File: config.mk
export PLATFORM = sky130hd
export DESIGN_NAME = integer_to_text_formatter
export DESIGN_NICKNAME = d
export VERILOG_FILES = /design/src/design/itf_pkg.sv /design/src/design/itf_divu.sv /design/src/design/integer_to_text_formatter.sv
export SDC_FILE = /design/constraint.sdc
export NUM_CORES = 1
export LEC_CHECK = 0
export BUFFER_PORTS_ARGS = -buffer_cell sky130_fd_sc_hd__buf_4
export CORE_MARGIN = 2
export CORE_UTILIZATION = 57
export DETAILED_ROUTE_END_ITERATION = 8
export GPL_TIMING_DRIVEN = 0
export PLACE_DENSITY_LB_ADDON = 0.1
export SETUP_SLACK_MARGIN = 0.1
export SYNTH_ARGS = -nofsm -noshare
export SYNTH_HDL_FRONTEND = slang
export SYNTH_SLANG_ARGS = --single-unit
File: constraint.sdc
create_clock -name clk -period 12.3 [get_ports clk]
set_clock_uncertainty 0.05 [all_clocks]
set_input_delay 1.845 -clock clk [delete_from_list [all_inputs] [get_ports clk]]
set_output_delay 1.845 -clock clk [all_outputs]
set_load 0.01 [all_outputs]
File: src/design/itf_pkg.sv
// ----------------------------------------------------------------------------
// itf_pkg: shared types and constants for the integer to text formatter
// Request/result structs, sequencer states, character codes and the
// reciprocal used for the divide-by-ten step.
// ----------------------------------------------------------------------------
package itf_pkg;

  // default ceiling on the padded text length
  localparam int MAX_CHARS_DEF = 32;

  // digit buffer: a 32-bit value has at most ten decimal digits
  localparam int DIG_SLOTS = 10;
  localparam int DIG_W     = 4;
  localparam int DIG_BITS  = DIG_SLOTS * DIG_W;

  // floor(x / 10) == (x * RECIP10) >> RECIP_SHIFT for every 32-bit x
  localparam logic [31:0] RECIP10     = 32'hCCCC_CCCD;
  localparam int          RECIP_SHIFT = 35;

  // pad flag and length modifier codes
  localparam logic [1:0] PAD_SPACE = 2'd0;
  localparam logic [1:0] PAD_ZERO  = 2'd1;
  localparam logic [1:0] LEN_NONE  = 2'd0;

  // character codes
  localparam logic [7:0] CH_MINUS = 8'h2D;
  localparam logic [7:0] CH_ZERO  = 8'h30;
  localparam logic [7:0] CH_SPACE = 8'h20;
  localparam logic [7:0] CH_NUL   = 8'h00;

  localparam logic [7:0] DIGIT_CHARS [16] = '{
    8'h30, 8'h31, 8'h32, 8'h33, 8'h34, 8'h35, 8'h36, 8'h37,
    8'h38, 8'h39, 8'h61, 8'h62, 8'h63, 8'h64, 8'h65, 8'h66
  };

  // one formatting request
  typedef struct packed {
    logic [31:0] value;
    logic        hex_base;
    logic        signed_mode;
    logic [1:0]  pad_flag;
    logic [7:0]  min_width;
    logic [7:0]  precision;
    logic [1:0]  length_mod;
  } fmt_req_t;

  // one emitted character
  typedef struct packed {
    logic [7:0] char_out;
    logic       error;
    logic       last;
  } fmt_res_t;

  // controls into the shared divide unit
  typedef struct packed {
    logic load;
    logic hex;
  } divu_ctl_t;

  typedef enum logic [1:0] {
    ST_IDLE,
    ST_DIGIT,
    ST_EMIT,
    ST_ERR
  } fmt_state_t;

  // ASCII for one digit nibble
  function automatic logic [7:0] digit_char(input logic [3:0] d);
    return DIGIT_CHARS[d];
  endfunction

endpackage

File: src/design/itf_divu.sv
// ----------------------------------------------------------------------------
// itf_divu: shared divide-by-base unit
// Takes a value on load, registers it with its product by the reciprocal of
// ten, and presents quotient and remainder for base 10 or base 16 next cycle.
// ----------------------------------------------------------------------------
module itf_divu (
  input  logic                 clk,
  input  itf_pkg::divu_ctl_t   ctl_i,
  input  logic [31:0]          x_i,
  output logic [31:0]          quot_o,
  output logic [3:0]           rem_o
);

  logic [31:0] x_r;
  logic [63:0] prod_r;
  logic        hex_r;

  logic [63:0] prod_nxt;
  logic [31:0] quot_dec;
  logic [31:0] times_ten;

  // reciprocal multiply, registered
  assign prod_nxt = 64'(x_i) * 64'(itf_pkg::RECIP10);

  always_ff @(posedge clk) begin
    if (ctl_i.load) begin
      x_r    <= x_i;
      prod_r <= prod_nxt;
      hex_r  <= ctl_i.hex;
    end
  end

  // quotient and remainder; the remainder fits in a nibble
  assign quot_dec  = 32'(prod_r >> itf_pkg::RECIP_SHIFT);
  assign times_ten = (quot_dec << 3) + (quot_dec << 1);

  always_comb begin
    if (hex_r) begin
      quot_o = {4'd0, x_r[31:4]};
      rem_o  = x_r[3:0];
    end else begin
      quot_o = quot_dec;
      rem_o  = x_r[3:0] - times_ten[3:0];
    end
  end

endmodule

File: src/design/integer_to_text_formatter.sv
// ----------------------------------------------------------------------------
// integer_to_text_formatter: 32-bit integer to ASCII text
// Formats one value in decimal or lower-case hex, with optional sign, and
// pads it to a minimum width. Characters leave most significant first.
//
//   channel  | ports                     | handshake
//   ---------+---------------------------+-------------------------------
//   request  | start, busy, in_req       | taken when start && !busy
//   result   | out_valid, out_res        | one-cycle strobe, no back-pressure
//
// One digit per cycle from the shared reciprocal multiplier: up to ten digits
// for decimal, eight for hex, then one cycle per character, max(text, width)
// characters in all, the width being capped at the default ceiling of 32
// characters; an unsupported request gets a single error result instead.
// Reset is synchronous, active low, and returns the sequencer to idle.
// busy stays high until the last character has been registered out.
// ----------------------------------------------------------------------------
module integer_to_text_formatter #(
  parameter int MAX_CHARS = itf_pkg::MAX_CHARS_DEF
) (
  input  logic              clk,
  input  logic              rst_n,
  input  logic              start,
  output logic              busy,
  input  itf_pkg::fmt_req_t in_req,
  output logic              out_valid,
  output itf_pkg::fmt_res_t out_res
);

  localparam int CW = $clog2(MAX_CHARS + 1);

  itf_pkg::fmt_state_t state_r, state_nxt;

  logic                        out_valid_r, out_valid_nxt;
  itf_pkg::fmt_res_t           out_res_r, out_res_nxt;
  logic                        neg_r, neg_nxt;
  logic                        zpad_r, zpad_nxt;
  logic                        hex_r, hex_nxt;
  logic [CW-1:0]               width_r, width_nxt;
  logic [CW-1:0]               pad_r, pad_nxt;
  logic [3:0]                  ndig_r, ndig_nxt;
  logic [itf_pkg::DIG_BITS-1:0] dig_r, dig_nxt;

  logic                        req_err;
  logic                        req_neg;
  logic [31:0]                 req_mag;
  logic [CW-1:0]               req_width;
  logic [3:0]                  text_len;
  logic                        last_char;

  itf_pkg::divu_ctl_t          divu_ctl;
  logic [31:0]                 divu_x;
  logic [31:0]                 quot;
  logic [3:0]                  rem;

  // request decode
  assign req_err = (in_req.precision != 8'd0) ||
                   (in_req.length_mod != itf_pkg::LEN_NONE) ||
                   in_req.pad_flag[1];
  assign req_neg = in_req.signed_mode && in_req.value[31];
  assign req_mag = req_neg ? (32'd0 - in_req.value) : in_req.value;
  assign req_width = (in_req.min_width > 8'(MAX_CHARS)) ? CW'(MAX_CHARS)
                                                        : CW'(in_req.min_width);

  // text length once the current digit is stored
  assign text_len  = ndig_r + 4'd1 + {3'd0, neg_r};
  assign last_char = (pad_r == '0) && !neg_r && (ndig_r == 4'd1);

  // shared divide unit; the base is held for the whole request
  assign divu_ctl.load = ((state_r == itf_pkg::ST_IDLE) && start && !req_err) ||
                         ((state_r == itf_pkg::ST_DIGIT) && (quot != 32'd0));
  assign divu_ctl.hex  = (state_r == itf_pkg::ST_IDLE) ? in_req.hex_base : hex_r;
  assign divu_x        = (state_r == itf_pkg::ST_IDLE) ? req_mag : quot;

  itf_divu u_divu (
    .clk    (clk),
    .ctl_i  (divu_ctl),
    .x_i    (divu_x),
    .quot_o (quot),
    .rem_o  (rem)
  );

  // next state
  always_comb begin
    state_nxt = state_r;
    unique case (state_r)
      itf_pkg::ST_IDLE: begin
        if (start) state_nxt = req_err ? itf_pkg::ST_ERR : itf_pkg::ST_DIGIT;
      end
      itf_pkg::ST_DIGIT: begin
        if (quot == 32'd0) state_nxt = itf_pkg::ST_EMIT;
      end
      itf_pkg::ST_EMIT: begin
        if (last_char) state_nxt = itf_pkg::ST_IDLE;
      end
      itf_pkg::ST_ERR: begin
        state_nxt = itf_pkg::ST_IDLE;
      end
      default: state_nxt = itf_pkg::ST_IDLE;
    endcase
  end

  // datapath and result register
  always_comb begin
    out_valid_nxt = 1'b0;
    out_res_nxt   = out_res_r;
    neg_nxt       = neg_r;
    zpad_nxt      = zpad_r;
    hex_nxt       = hex_r;
    width_nxt     = width_r;
    pad_nxt       = pad_r;
    ndig_nxt      = ndig_r;
    dig_nxt       = dig_r;
    unique case (state_r)
      itf_pkg::ST_IDLE: begin
        if (start) begin
          neg_nxt   = req_neg;
          zpad_nxt  = (in_req.pad_flag == itf_pkg::PAD_ZERO);
          hex_nxt   = in_req.hex_base;
          width_nxt = req_width;
          ndig_nxt  = 4'd0;
        end
      end
      itf_pkg::ST_DIGIT: begin
        // newest digit enters at the top, so the most significant ends there
        dig_nxt  = {rem, dig_r[itf_pkg::DIG_BITS-1:itf_pkg::DIG_W]};
        ndig_nxt = ndig_r + 4'd1;
        if (quot == 32'd0) begin
          pad_nxt = (width_r > CW'(text_len)) ? (width_r - CW'(text_len)) : '0;
        end
      end
      itf_pkg::ST_EMIT: begin
        out_valid_nxt        = 1'b1;
        out_res_nxt.error    = 1'b0;
        out_res_nxt.last     = last_char;
        if (pad_r != '0) begin
          out_res_nxt.char_out = zpad_r ? itf_pkg::CH_ZERO : itf_pkg::CH_SPACE;
          pad_nxt              = pad_r - CW'(1);
        end else if (neg_r) begin
          out_res_nxt.char_out = itf_pkg::CH_MINUS;
          neg_nxt              = 1'b0;
        end else begin
          out_res_nxt.char_out =
            itf_pkg::digit_char(dig_r[itf_pkg::DIG_BITS-1 -: itf_pkg::DIG_W]);
          dig_nxt              = dig_r << itf_pkg::DIG_W;
          ndig_nxt             = ndig_r - 4'd1;
        end
      end
      itf_pkg::ST_ERR: begin
        out_valid_nxt        = 1'b1;
        out_res_nxt.char_out = itf_pkg::CH_NUL;
        out_res_nxt.error    = 1'b1;
        out_res_nxt.last     = 1'b1;
      end
      default: out_valid_nxt = 1'b0;
    endcase
  end

  // control registers
  always_ff @(posedge clk) begin
    if (!rst_n) begin
      state_r     <= itf_pkg::ST_IDLE;
      out_valid_r <= 1'b0;
    end else begin
      state_r     <= state_nxt;
      out_valid_r <= out_valid_nxt;
    end
  end

  // payload registers
  always_ff @(posedge clk) begin
    out_res_r <= out_res_nxt;
    neg_r     <= neg_nxt;
    zpad_r    <= zpad_nxt;
    hex_r     <= hex_nxt;
    width_r   <= width_nxt;
    pad_r     <= pad_nxt;
    ndig_r    <= ndig_nxt;
    dig_r     <= dig_nxt;
  end

  assign busy      = (state_r != itf_pkg::ST_IDLE);
  assign out_valid = out_valid_r;
  assign out_res   = out_res_r;

  // checks
  a_err_is_last: assert property (@(posedge clk) disable iff (!rst_n)
    out_valid && out_res.error |-> out_res.last)
    else $error("error result not marked last");

  a_mid_keeps_busy: assert property (@(posedge clk) disable iff (!rst_n)
    out_valid && !out_res.last |-> busy)
    else $error("sequencer idle before last character");

  a_emit_strobes: assert property (@(posedge clk) disable iff (!rst_n)
    (state_r == itf_pkg::ST_EMIT) |=> out_valid)
    else $error("emit cycle without result strobe");

  a_digit_bound: assert property (@(posedge clk) disable iff (!rst_n)
    (state_r == itf_pkg::ST_DIGIT) |-> (ndig_r < 4'(itf_pkg::DIG_SLOTS)))
    else $error("digit buffer overrun");

  a_no_result_idle: assert property (@(posedge clk) disable iff (!rst_n)
    (state_r == itf_pkg::ST_IDLE) && !$past(busy) |-> !out_valid)
    else $error("result strobe without request");

endmodule
Word-level counts from Yosys, hierarchy flattened
Memory sizes are Yosys's and may differ from the RTL's.
Cells that the tools add are included.
{"block": "classes", "n_addsub": 8, "multipliers": 1, "div_mod_pow": 0, "n_lt_le_gt_ge": 3, "eq_ne": 11, "shifts": 0, "n_mux": 31, "n_bitwise": 1, "n_reduce_logical": 30}
{"cell": "40-bit two-way mux", "n": 2}
{"cell": "40-bit one-hot mux with 2 select lines", "n": 1}
{"cell": "32-bit by 32-bit multiplier with 64-bit output (second input constant)", "n": 1}
{"cell": "32-bit two-way mux", "n": 2}
{"cell": "32-bit logical NOT", "n": 1}
{"cell": "8-bit two-way mux", "n": 4}
{"cell": "32-bit nonzero test", "n": 1}
{"cell": "1-bit by 32-bit subtractor with 32-bit output (first input constant)", "n": 1}
{"cell": "29-bit two-way mux", "n": 1}
{"cell": "10-bit one-hot mux with 2 select lines", "n": 1}
{"cell": "6-bit two-way mux", "n": 3}
{"cell": "4-bit two-way mux", "n": 4}
{"cell": "4-bit one-hot mux with 3 select lines", "n": 1}
{"cell": "6-bit one-hot mux with 2 select lines", "n": 1}
{"cell": "3-bit AND reduction", "n": 4}
{"cell": "2-bit != test (second input constant)", "n": 5}
{"cell": "2-bit nonzero test", "n": 5}
{"cell": "8-bit by 6-bit greater-than comparator with 1-bit output (second input constant)", "n": 1}
{"cell": "2-bit two-way mux", "n": 4}
{"cell": "2-bit one-hot mux with 4 select lines", "n": 1}
{"cell": "8-bit nonzero test", "n": 1}
{"cell": "6-bit by 4-bit greater-than comparator with 1-bit output", "n": 1}
{"cell": "1-bit logical AND", "n": 6}
{"cell": "6-bit logical NOT", "n": 1}
{"cell": "other kinds (24)", "n": 32}
{"block": "totals", "register_bits": 169, "latch_bits": 0, "ramBits": 0, "rom_bits": 128, "inputBits": 57, "out_inout_bits": 12, "word_cells": 101, "n_memories": 1}
{"memory": "(name not given)", "depth": 16, "width": 8, "read_ports": 1, "rd_clocked_by_memory_dff": 0, "write_ports": 0, "line": "itf_pkg.sv:69", "source": "return DIGIT_CHARS[d];"}

Depth between registers and ports, before layout
Gate-level depths: netlist of the first run.
{"block": "logic_depth", "depth_word": 7, "ltp_mapped": 33, "ltp_nobuf": 32}

By module
A second synthesis of the first run with hierarchy kept.
{"block": "hier_totals", "cells_unflattened": 2301, "hier_area_um2": 23924.2}
{"mod": "itf_divu", "instances": 1, "cells_each": 1828, "area_each_um2": 19183.4, "seq_area_each_um2": 1861.8}
{"mod": "integer_to_text_formatter", "instances": 1, "cells_each": 473, "area_each_um2": 4740.8, "seq_area_each_um2": 2102.0}

Least setup slack after synthesis of the first run
OpenSTA, ideal clock, no wires.
{"block": "synth_timing", "kind": "in2reg", "start": "in in_req[29] (netlist bit)", "end": "reg u_divu.prod_r[53] (data pin)", "setup_time_ns": 0.195, "arrival_ns": 9.848, "required_ns": 12.055, "setup_slack_ns": 2.207, "path_stages": 29, "path_buffers": 0, "cell_sequence": "or4_4 > or4_4 > or3_4 > or3_4 > o21ai_0 > xnor2_1 > nand2_1 > o21ai_0 > ha_1 > ha_1 > inv_1 > fa_1 > fa_1 > inv_1 > fa_1 > fa_1 > fa_1 > inv_1 > fa_1 > inv_1 > ha_1 > a21oi_1 > o211ai_1 > a31oi_1 > nand3_1 > a21bo_2 > o211a_1 > or2_2 > o311ai_0"}
{"block": "synth_via", "elab_chain_cells": 4}
{"element": "start: declaration", "line": "integer_to_text_formatter.sv:25", "source": "input itf_pkg::fmt_req_t in_req,"}
{"element": "1-bit by 32-bit subtractor with 32-bit output", "line": "integer_to_text_formatter.sv:61", "source": "assign req_mag = req_neg ? (32'd0 - in_req.value) : in_req.value;"}
{"element": "32-bit two-way mux", "line": "integer_to_text_formatter.sv:61"}
{"element": "32-bit two-way mux", "line": "integer_to_text_formatter.sv:73", "source": "assign divu_x = (state_r == itf_pkg::ST_IDLE) ? req_mag : quot;"}
{"element": "via divu_x[26]", "line": "integer_to_text_formatter.sv:52", "source": "logic [31:0] divu_x;"}
{"element": "32-bit by 32-bit multiplier with 64-bit output", "line": "itf_divu.sv:23", "source": "assign prod_nxt = 64'(x_i) * 64'(itf_pkg::RECIP10);"}
{"element": "via u_divu.prod_nxt[53]", "line": "itf_divu.sv:18", "source": "logic [63:0] prod_nxt;"}
{"element": "end signal: assignment", "line": "itf_divu.sv:28", "source": "prod_r <= prod_nxt;"}
{"element": "end: declaration", "line": "itf_divu.sv:15", "source": "logic [63:0] prod_r;"}
The timed path passes the listed nets, and every way through them passes these cells.
A chain may end at the register's enable or synchronous reset.

Worst setup path after layout of the first run
{"block": "layout_timing", "start": "in in_req[24] (netlist bit)", "end": "reg u_divu.prod_r[51] (data pin)"}
The elaborated chain is that of the path after synthesis.

==> summary by stage, run 1 <==
Yosys
The synthesized netlist net count is 3,266. The number of different library cells in the post-synthesis netlist is 68. The synthesized instance count is 2,451. Ranked by total cell area, the synthesized netlist is headed by sky130_fd_sc_hd__fa_1 (31%), sky130_fd_sc_hd__ha_1 (19%), sky130_fd_sc_hd__edfxtp_1 (16%). The largest area contributor in the synthesized netlist is sky130_fd_sc_hd__fa_1. The synthesized netlist occupies a cell area of 0.0245 mm^2. The average instance in the mapped netlist occupies 10.0 um^2. The flip-flop and latch count after synthesis is 133. The share of synthesized area in the top cell type comes to 0.309. The share of the Yosys chip area taken by registers is 0.162. The commonest cells after synthesis are sky130_fd_sc_hd__inv_1 (616), sky130_fd_sc_hd__fa_1 (379), sky130_fd_sc_hd__ha_1 (379). The async set-reset flop share out of synthesis is 0. The count of flip-flops with a built-in enable after synthesis is 130. The most common cell in the synthesized netlist is sky130_fd_sc_hd__inv_1.

The dominant synthesized flop cell is sky130_fd_sc_hd__edfxtp_1. The Yosys warning count is 0.

Clock network
The hold-fix buffer count after cts is 0. The clock passes through at most 2 buffers. Counting every sink on the clock net gives 133. The library cell used as clock root buffer is sky130_fd_sc_hd__clkbuf_16. The number of buffers inserted during clock tree synthesis is 17. The number of resized instances in the post-cts repair step is 0. At the later pin of the worst-skew pair, clock insertion delay measures 0.42 ns.

The clock-pin slew on the worst setup and hold paths is 0.07 ns. The level count of the clock H-tree is 4. The buffer count from post-CTS setup fixing is 0. TritonCTS built the clock tree.

Routing
Dividing the detail-routed via count by the number of cells gives 5.82. The DRC violation count after routing is 0. The number of nets with antenna violations after detailed routing is 0. The routed design has 75,000 um of wire. The starting DRC count in detailed routing is 1,359. The routed layout has 18,100 vias. The average routed wire per standard cell is 24.2 um.

The length of the first detailed-routing pass in iterations is 5.

Final layout
The finished layout holds 3,100 standard cells, fillers aside. The layout cell share with drive strength beyond 1 is 0.0652. The register cell area after layout is 0.00396 mm^2. The area occupied by multi-input gates is 0.0181 mm^2.

The area growth from synthesis to layout is 7.82%. The filler cells instantiated in the layout total 3,606. The number of nets at the end of the flow is 3,363. The number of antenna repair diodes is 0.

Floorplanning
The die is 211 um tall. The core area is 0.0422 mm^2. In this run the count of I/O pins placed on the die edge is 69. After floorplanning, the core was divided into 75 placement rows. The full die area is 0.0447 mm^2. For this configuration, the core starts out at a cell density of 0.581. Measured along the x axis, the die boundary spans 211 um.

Outcome
The flow ran to the end, but the final reports show violations. The final reports fail on capacitance limit, slew limit.

Global route
The total overflow left after global routing is 0. The wire length of the first global-routing pass is 113,000 um. The number of antenna violations at the first check in global routing is 0. In the global route stage, overall resource usage came out at 0.347. The pin count of the biggest net entering global routing is 47. The via count of the first global-routing pass is 18,700.

Critical path
The critical-path maximum fanout is 7. The logic depth of the worst register-to-register path is 27. The data arrival at the endpoint of the critical path is 11.99 ns. The worst setup path is launched from an input pin.

The number of buffer and inverter stages on the critical path is 5. Across all register-to-register paths, the minimum setup slack is 0.86 ns. The endpoint identified for the worst register-to-register timing path is u_divu.prod_r[53]$_DFFE_PP_. Counting stages on the worst path, the most repeated cell is sky130_fd_sc_hd__fa_1. The startpoint identified for the worst register-to-register timing path is u_divu.hex_r$_DFFE_PP_.

The critical path in this run is classified as input pin to flop. The largest individual stage delay along the critical path comes from the cell sky130_fd_sc_hd__a21oi_1. The gate family responsible for the most delay along the worst path is adder cells.

The endpoint type of the worst setup path is a flop. For this run, the slowest stage of the critical path takes 1.02 ns. The required time reported for the critical path endpoint is 12.42 ns.

Timing
The worst path meets setup with 0.427 ns of slack. Setup repair after global routing left no endpoint under its margin. Static timing analysis puts the maximum clock frequency at 84.2 MHz.

The total negative setup slack is 0 ns. The worst pin sits at a relative slew slack of -0.00896. The number of endpoints failing setup at the final stage is 0.

The share of the clock period used by the worst path is 0.965. The minimum period implied by the final worst setup slack is 11.87 ns. The transition time at the pin with the least slew margin is 1.50 ns. The final hold violation count came to 0. The final max-slew violation count is 1.

Placed design
The cell total after placement is 3,065. The final estimated routing congestion in global placement is 1.00. The number of I/O port buffers is 67.

The placed wire-length estimate is 66,300 um. Prior to clock tree synthesis, the placed netlist has a worst setup slack of 0.157 ns.

Run
The number of maximum-capacitance constraint violations is 1.

Min path
The path with the worst hold slack has its endpoint at dig_r[4]$_DFFE_PP_. The hold path startpoint is dig_r[0]$_SDFFCE_PP0P_. The min-delay analysis places its worst path in the category flop to flop.

The cell depth of the worst min-delay path is 1.
## registers in the layout, summed over array words and instances (netlist names)
name	cells
hex_r	1
u_divu.x_r	32
dig_r	40
width_r	6
zpad_r	1
u_divu.hex_r	1
out_res	9
out_valid	1
u_divu.prod_r	29
pad_r	6
neg_r	1
ndig_r	4
state_r	2
## layer usage
metal	global-route usage	part of all wire	up-vias
met4	0.147	0.051	0
li1	-	-	8140
met1	0.464	0.42	9124
met3	0.0337	0.056	152
met5	0	0	-
met2	0.581	0.47	637
## logic make-up (layout without fill, tap and decap cells)
| logic type | Yosys count | in the layout | synth area share |
|---|---|---|---|
| AOI/OAI and AO/OA | 350 | 350 | 0.0881 |
| xor gates and xnor gates | 136 | 136 | 0.0492 |
| adders and majority gates | 758 | 758 | 0.503 |
| buffers and inverters | 658 | 768 | 0.101 |
| DFF | 133 | 133 | 0.162 |
| muxes | 55 | 55 | 0.0243 |
| other | 1 | 1 | 0.000153 |
| and+or+nand+nor | 360 | 360 | 0.0730 |
## how the worst max path moves through the flow
| stage | startpoint | to | slack (ns) | cells after the start |
|---|---|---|---|---|
| 4_1_cts | in_req[24] | u_divu.prod_r[51]$_DFFE_PP_ | 0.60 | 28 |
| 6_report | in_req[24] | u_divu.prod_r[51]$_DFFE_PP_ | 0.43 | 28 |
| 3_5_place_dp | in_req[24] | u_divu.prod_r[51]$_DFFE_PP_ | 0.16 | 28 |
| 3_3_place_gp | u_divu.hex_r$_DFFE_PP_ | u_divu.prod_r[51]$_DFFE_PP_ | 0.21 | 28 |
| 5_1_grt | in_req[24] | u_divu.prod_r[47]$_DFFE_PP_ | 0.28 | 28 |
| 2_1_floorplan | in_req[29] | u_divu.prod_r[53]$_DFFE_PP_ | 2.21 | 29 |
## placed cells by master (no fill, tap or decap), drive strengths merged, types with 9 or more instances in the layout
cell type / synthesis / routed
inv: 616 / 625
mux2i: 18 / 18
a31oi: 11 / 11
or3: 10 / 10
o21a: 9 / 9
o21ai: 80 / 80
mux2: 37 / 37
nor2b: 20 / 20
a21o: 33 / 33
nand3: 21 / 21
fa: 379 / 379
nor4: 20 / 20
o211ai: 9 / 9
and2: 20 / 20
nor3: 31 / 31
o21bai: 13 / 13
ha: 379 / 379
nand4: 22 / 22
a21oi: 126 / 126
xnor2: 59 / 59
xor2: 77 / 77
nand2: 108 / 108
nor2: 73 / 73
buf: 10 / 88
clkbuf: 32 / 49
edfxtp: 130 / 130
a211oi: 19 / 19
## per-stage QoR
| step | hold slack (ns) | util | instance area (um^2) |
|---|---|---|---|
| after floorplan | 0.441 | - | 24500 |
| after global placement | 0.475 | 0.609 | 25700 |
| after detailed placement | 0.489 | 0.611 | 25800 |
| after global routing | 0.520 | 0.626 | 26400 |
| final | 0.504 | 0.626 | 26400 |
| after CTS | 0.506 | 0.626 | 26400 |
## cell type report
cell class,count,area share
Buffer,42,0.00615
Clock buffer,17,0.0161
Clock inverter,15,0.00786
Inverter,616,0.0874
Multi-Input combinational cell,1660,0.684
Sequential cell,133,0.150
Tap cell,539,0.0255
Timing Repair Buffer,78,0.0230
Power of run 1 is left out: the tool's default activity adds up to more than one toggle a clock period on the data nets, which glitch-free logic cannot reach.
==> run 2: changes to the inputs <==
--- a/config.mk
+++ b/config.mk
@@ -10,5 +10,4 @@
 export CORE_UTILIZATION = 57
 export DETAILED_ROUTE_END_ITERATION = 8
-export GPL_TIMING_DRIVEN = 0
 export PLACE_DENSITY_LB_ADDON = 0.1
 export SETUP_SLACK_MARGIN = 0.1
==> constraint.sdc (replaced) <==
create_clock -name clk -period 12.3 [get_ports clk]
set_clock_uncertainty 0.05 [all_clocks]
set_input_delay 2.46 -clock clk [delete_from_list [all_inputs] [get_ports clk]]
set_output_delay 2.46 -clock clk [all_outputs]
set_load 0.01 [all_outputs]
==> run 2 against run 1 <==
Net effect:
- the flow now finishes without violations
- hold slack worse by 0.0029 ns
- count of clock-buffer cells in the layout stayed put
- first-iteration DRC count is 7.1% higher
- critical endpoint is now u_divu.prod_r[53]$_DFFE_PP_
- register-to-register slack better by 1.7 ns
- sequential share of layout area hardly changed
- routed wire length is 0.56% higher
- final cell count hardly changed
- critical path depth is 1 higher
- die area stayed put
- global-route usage is 0.46 points higher
==> summary by stage, run 2 (synthesis gave the netlist of run 1 again) <==
Outcome
The flow ran to the end, and the final reports show no timing, DRC or antenna violations.

Timing
The total negative setup slack is 0 ns. For the pin with the worst max-slew slack, the measured transition is 1.28 ns. Setup violations remaining at the end of the flow were counted as 0. Setup repair after global routing left no endpoint under its margin.

The upper clock frequency limit is 84.4 MHz. The final hold violation count is 0. The worst slew slack as a fraction of its limit is 0.139. The final max-slew violation count is 0. After layout, the minimum clock period comes to 11.85 ns. In the finished design, the share of the clock period the worst path needs comes to 0.963. Setup slack closes at 0.451 ns.

The final worst hold slack is 0.501 ns.

Routing
The via density per instance is 5.79. The detailed router finished its first iteration with 1,456 violations. The length of the first detailed-routing pass in iterations is 5. The via count is 18,000. The wire length after detailed routing is 75,400 um. The met3 layer wire length in the routed design is 4250 um. The wire length on met1 is 31,000 um. The DRC violation count after routing is 0. The uppermost layer routed is met4. In this run the remaining antenna-violating nets after routing total 0. The length of routed met2 wiring is 35,300 um. The average routed wire per standard cell is 24.3 um.

Placed design
The number of I/O port buffers is 67. The placed wire-length estimate is 66,600 um. Before CTS, the worst setup slack after placement is 0.169 ns. At the end of routability-driven placement, the weighted congestion stood at 1.02.

Critical path
The worst setup path is of the input pin to flop kind. For the worst setup path, the data arrival time is 11.95 ns. The slowest stage of the critical path belongs to the cell sky130_fd_sc_hd__ha_1. The worst setup path is captured at a flop.

The worst setup path is launched from an input pin. The largest single stage delay on the critical path is 0.77 ns. Data on the critical path is required at its endpoint by 12.40 ns.

The critical-path maximum fanout is 6. The most frequent cell on the critical path is sky130_fd_sc_hd__fa_1. In this run the register-to-register setup slack is 2.56 ns.

Final layout
The number of nets at the end of the flow is 3,362. The register with the most flip-flops in the layout has 40 of them. Leaving out fill and tap cells, the most frequent cells in the layout are sky130_fd_sc_hd__inv_1 (616), sky130_fd_sc_hd__fa_1 (379), sky130_fd_sc_hd__ha_1 (377). The register with the most flip-flops is dig_r.

For this run, the share of the core covered by cells in the final layout is 0.627. The number of antenna repair diodes is 0. The commonest non-fill, non-tap cell in the layout is sky130_fd_sc_hd__inv_1. From synthesis to final layout, the design area changed by 8.05%. Of the cells placed in the final design, the portion with a size suffix greater than 1 is 0.0813. The largest registers in the layout are dig_r: 40 flops, u_divu.x_r: 32 flops, u_divu.prod_r: 29 flops.

Clock network
Hold repair after CTS inserted 0 buffers. The number of resized instances in the post-cts repair step is 0. No sink is reached through more buffers than the 2 on the longest clock path.

The CTS tree is yes. The later pin in the worst-skew pair is clocked with a latency of 0.43 ns. The tree is rooted in a sky130_fd_sc_hd__clkbuf_16. The level count of the clock H-tree is 4.

In this run, CTS created clock tree buffers numbering 17. The number of clock sinks seen by CTS is 133. The clock-pin slew on the worst setup and hold paths is 0.07 ns. The buffer count from post-CTS setup fixing is 0.

Global route
The wire length of the first global-routing pass is 114,000 um. The remaining global-route overflow is 0. The total routing resource utilization after global routing is 0.352. The pin count of the biggest net entering global routing is 63. The via count of the first global-routing pass came to 18,800. The number of antenna violations at the first check in global routing is 0.

Floorplanning
The floorplan step set the die width to 211 um. The vertical extent of the die is 211 um. The floorplan step defined a die boundary enclosing 0.0447 mm^2. The core region is 0.0422 mm^2.

Pin placement for this block handled 69 I/O pins. The initial core utilization is 0.581. The row count is 75.

Min path
The class of the most critical hold timing path is flop to flop.

Run
Across the run, the number of max-cap violations was 0.
[run 2: changes by cell type in the layout (fill, tap and decap cells not counted), moves of 2 or more]
cell	previous run	this run
sky130_fd_sc_hd__clkinv_8	3	0
sky130_fd_sc_hd__buf_1	8	0
sky130_fd_sc_hd__clkinvlp_4	1	3
sky130_fd_sc_hd__buf_6	3	0
sky130_fd_sc_hd__bufinv_16	2	0
sky130_fd_sc_hd__ha_1	379	377
sky130_fd_sc_hd__ha_2	0	2
sky130_fd_sc_hd__clkbuf_1	32	0
sky130_fd_sc_hd__o21ai_0	65	72
sky130_fd_sc_hd__o21ai_1	13	6
sky130_fd_sc_hd__buf_4	75	119
sky130_fd_sc_hd__clkinv_4	0	2
[run 2: cell type report]
class                      count  area, um^2
multi-input combinational   1660       18100
tap                          539         674
sequential                   133        3960
inverter                     616        2310
timing repair buffer         119         893
fill                        3575       15700
clock inverter                15         136
clock buffer                  17         425
[run 2: stage by stage]
stage	cell area, um^2	std cells
detailed placement	25900	3067
global route	26500	3099
CTS	26500	3099
floorplan	24500	2451
finish	26500	3099
global placement	25900	3067
[run 2: final timing paths]
check,from,end,cells past startpoint
max,in_req[29],u_divu.prod_r[53]$_DFFE_PP_,29
min,dig_r[0]$_SDFFCE_PP0P_,dig_r[4]$_DFFE_PP_,1
max reg2reg,u_divu.hex_r$_DFFE_PP_,u_divu.prod_r[53]$_DFFE_PP_,26
min reg2reg,dig_r[0]$_SDFFCE_PP0P_,dig_r[4]$_DFFE_PP_,1
[run 2: metal layers]
layer,vias up,global-route usage
li1,8130,-
met1,8985,0.464
met2,658,0.571
met3,181,0.0406
met4,0,0.192
met5,-,0
[run 2: worst max-delay path: cells and delay by family]
kind,cells,cell delay [ns]
and+or+nand+nor,9,2.82
adders and majority gates,9,4.46
AOI/OAI and AO/OA,5,1.73
xor gates and xnor gates,1,0.11
buffers and inverters,5,0.35
Power of run 2 is left out for the same reason.
==> run 3: changes to the inputs <==
==> constraint.sdc (replaced) <==
create_clock -name clk -period 9.55 [get_ports clk]
set_clock_uncertainty 0.05 [all_clocks]
set_input_delay 1.91 -clock clk [delete_from_list [all_inputs] [get_ports clk]]
set_output_delay 1.91 -clock clk [all_outputs]
set_load 0.05 [all_outputs]
==> run 3 against run 2 <==
Net effect:
- final cell count rose by 13%
- sequential share of layout area fell by 2.3 points
- flip-flop and latch count did not move
- critical path depth rose by 2
- highest routed layer is now met5
- final area rose by 18%
- critical endpoint is now u_divu.prod_r[49]$_DFFE_PP_
- global-route usage rose by 6.2 points
- the flow now finishes with violations (setup timing)
==> summary by stage, run 3 (synthesis gave the netlist of run 1 again) <==
Outcome
The flow ran to the end, but the final reports show violations. The checks that failed: setup timing.

Global route
The remaining global-route overflow is 0. The via count of the first global-routing pass is 22,200. The total routing resource utilization after global routing is 0.414.

The number of antenna violations at the first check in global routing came to 3. The wire length of the first global-routing pass is 133,000 um. The pin count of the biggest net entering global routing is 57.

Final layout
In the final layout, the share of cells above drive strength 1 is 0.282. The area overhead of the layout relative to synthesis is 27.4%. The commonest non-fill, non-tap cell in the layout is sky130_fd_sc_hd__inv_1.

The non-filler instance count after layout is 3,514. Ranked by flip-flop count, first place goes to dig_r. In the final layout, the registers with the most flip-flops are dig_r: 40 flops, u_divu.x_r: 32 flops, u_divu.prod_r: 29 flops. In the final design database the tool counted 3,776 nets.

The number of flip-flops in the largest register is 40. The library cells used most frequently in the layout, excluding fill and tap cells, are sky130_fd_sc_hd__inv_1 (599), sky130_fd_sc_hd__buf_4 (515), sky130_fd_sc_hd__fa_1 (361).

Clock network
After clock tree synthesis, the clock-pin slew on the worst setup and hold paths is 0.07 ns. The longest clock path from root to sink contains 2 buffers. The clock latency at the later pin of the worst-skew pair is 0.50 ns. The number of buffers inserted during clock tree synthesis is 17. The number of clock sinks seen by CTS is 133. The library cell used as clock root buffer is sky130_fd_sc_hd__clkbuf_16.

The level count of the clock H-tree is 4. The CTS tree is yes.

Floorplanning
The die covers 0.0447 mm^2. The horizontal die dimension is 211 um. The row count is 75. The core area is 0.0422 mm^2.

The vertical extent of the die is 211 um. The number of I/O pins is 69. The initial core utilization is 0.581.

Placed design
Timing analysis after detailed placement gives a worst setup slack of -1.22 ns. In this run the tool buffered the top-level ports with 67 buffer cells. Including well taps, the total number of placed cells is 3,455. The final estimated routing congestion in global placement is 1.14. Summed over all nets, the half-perimeter wirelength after detailed placement is 75,200 um.

Critical path
In this design, the critical path's most frequently occurring cell is sky130_fd_sc_hd__fa_1. On the critical path, the stage with the largest delay is an instance of sky130_fd_sc_hd__fa_2. The largest incremental delay on the critical path is 0.57 ns. STA classifies the critical path startpoint as an input pin. The required time reported for the critical path endpoint is 9.74 ns.

Along the worst path, the maximum fanout reaches 4. The worst setup path is captured at a flop. The kind of critical path is input pin to flop. The data arrival at the endpoint of the critical path is 10.10 ns.

Timing
For the pin with the worst max-slew slack, the measured transition is 1.12 ns. Setup violations remaining at the end of the flow were counted as 27. Headroom to the max-slew limit came out at 0.253. The share of the clock period used by the worst path is 1.04. The total negative setup slack is -6.06 ns. Setup repair after global routing could not meet its margin everywhere.

Across all setup checks in the final design, the least slack found is -0.366 ns. After layout, the minimum clock period comes to 9.92 ns. The final hold violation count is 0. The final max-slew violation count was 0. The upper clock frequency limit is 101 MHz.

Routing
The first detailed-routing pass ran for 6 iterations. In this run the remaining antenna-violating nets after routing total 0. The via density per instance is 5.78. For this block, the initial DRC count from the detailed router was 1,837. The via count is 20,300. In the final routed layout, each cell accounts on average for 24.9 um.

In the routed design, unresolved DRC markers number 0. The final layout contains routed wiring with a total length of 87,500 um.

Min path
The class of the most critical hold timing path is flop to flop.

Run
The number of maximum-capacitance constraint violations is 0.
-- run 3: final cells by class --
class                           count  area, um^2
Timing Repair Buffer              533        4080
Sequential cell                   133        3960
Clock buffer                       17         425
Inverter                          616        2310
Clock inverter                     15         186
Tap cell                          539         674
Antenna cell                        1        2.50
Multi-Input combinational cell   1660       19600
Fill cell                        3012       11000
-- run 3: worst paths after layout --
check	startpoint	endpoint	slack (ns)	cells after the start
min	dig_r[34]$_DFFE_PP_	dig_r[38]$_DFFE_PP_	0.50	1
max reg2reg	state_r[1]$_SDFFE_PN0P_	u_divu.prod_r[61]$_DFFE_PP_	1.14	28
min reg2reg	dig_r[34]$_DFFE_PP_	dig_r[38]$_DFFE_PP_	0.50	1
max	in_req[29]	u_divu.prod_r[49]$_DFFE_PP_	-0.37	31
-- run 3: layer usage --
metal / GRT usage / wire (um)
met3: 0.0877 / 7540
met2: 0.668 / 40500
met5: 0 / 26
met4: 0.240 / 6170
met1: 0.516 / 33200
-- run 3: stage by stage --
stage	hold slack (ns)	util	instance area [um^2]
4_1_cts	0.504	0.726	30700
2_1_floorplan	0.441	-	25100
5_1_grt	0.532	0.740	31200
6_report	0.498	0.740	31200
3_3_place_gp	0.461	0.697	29400
3_5_place_dp	0.490	0.697	29400
-- run 3: what timing repair did --
item / 4_1_cts / 5_1_grt
resized for setup: 114 / 97
hold buffers: 0 / 0
setup endpoints to repair: 29 / 29
pin swaps: 81 / 67
setup buffers: 17 / 13
gates cloned: 0 / 0
-- run 3: critical path: cells and delay by family --
| kind | cells | cell delay [ns] |
|---|---|---|
| xor gates and xnor gates | 2 | 0.18 |
| buffers and inverters | 8 | 0.71 |
| adders and majority gates | 9 | 3.90 |
| and+or+nand+nor | 6 | 2.23 |
| AOI/OAI and AO/OA | 6 | 1.15 |
Power of run 3 is left out for the same reason.
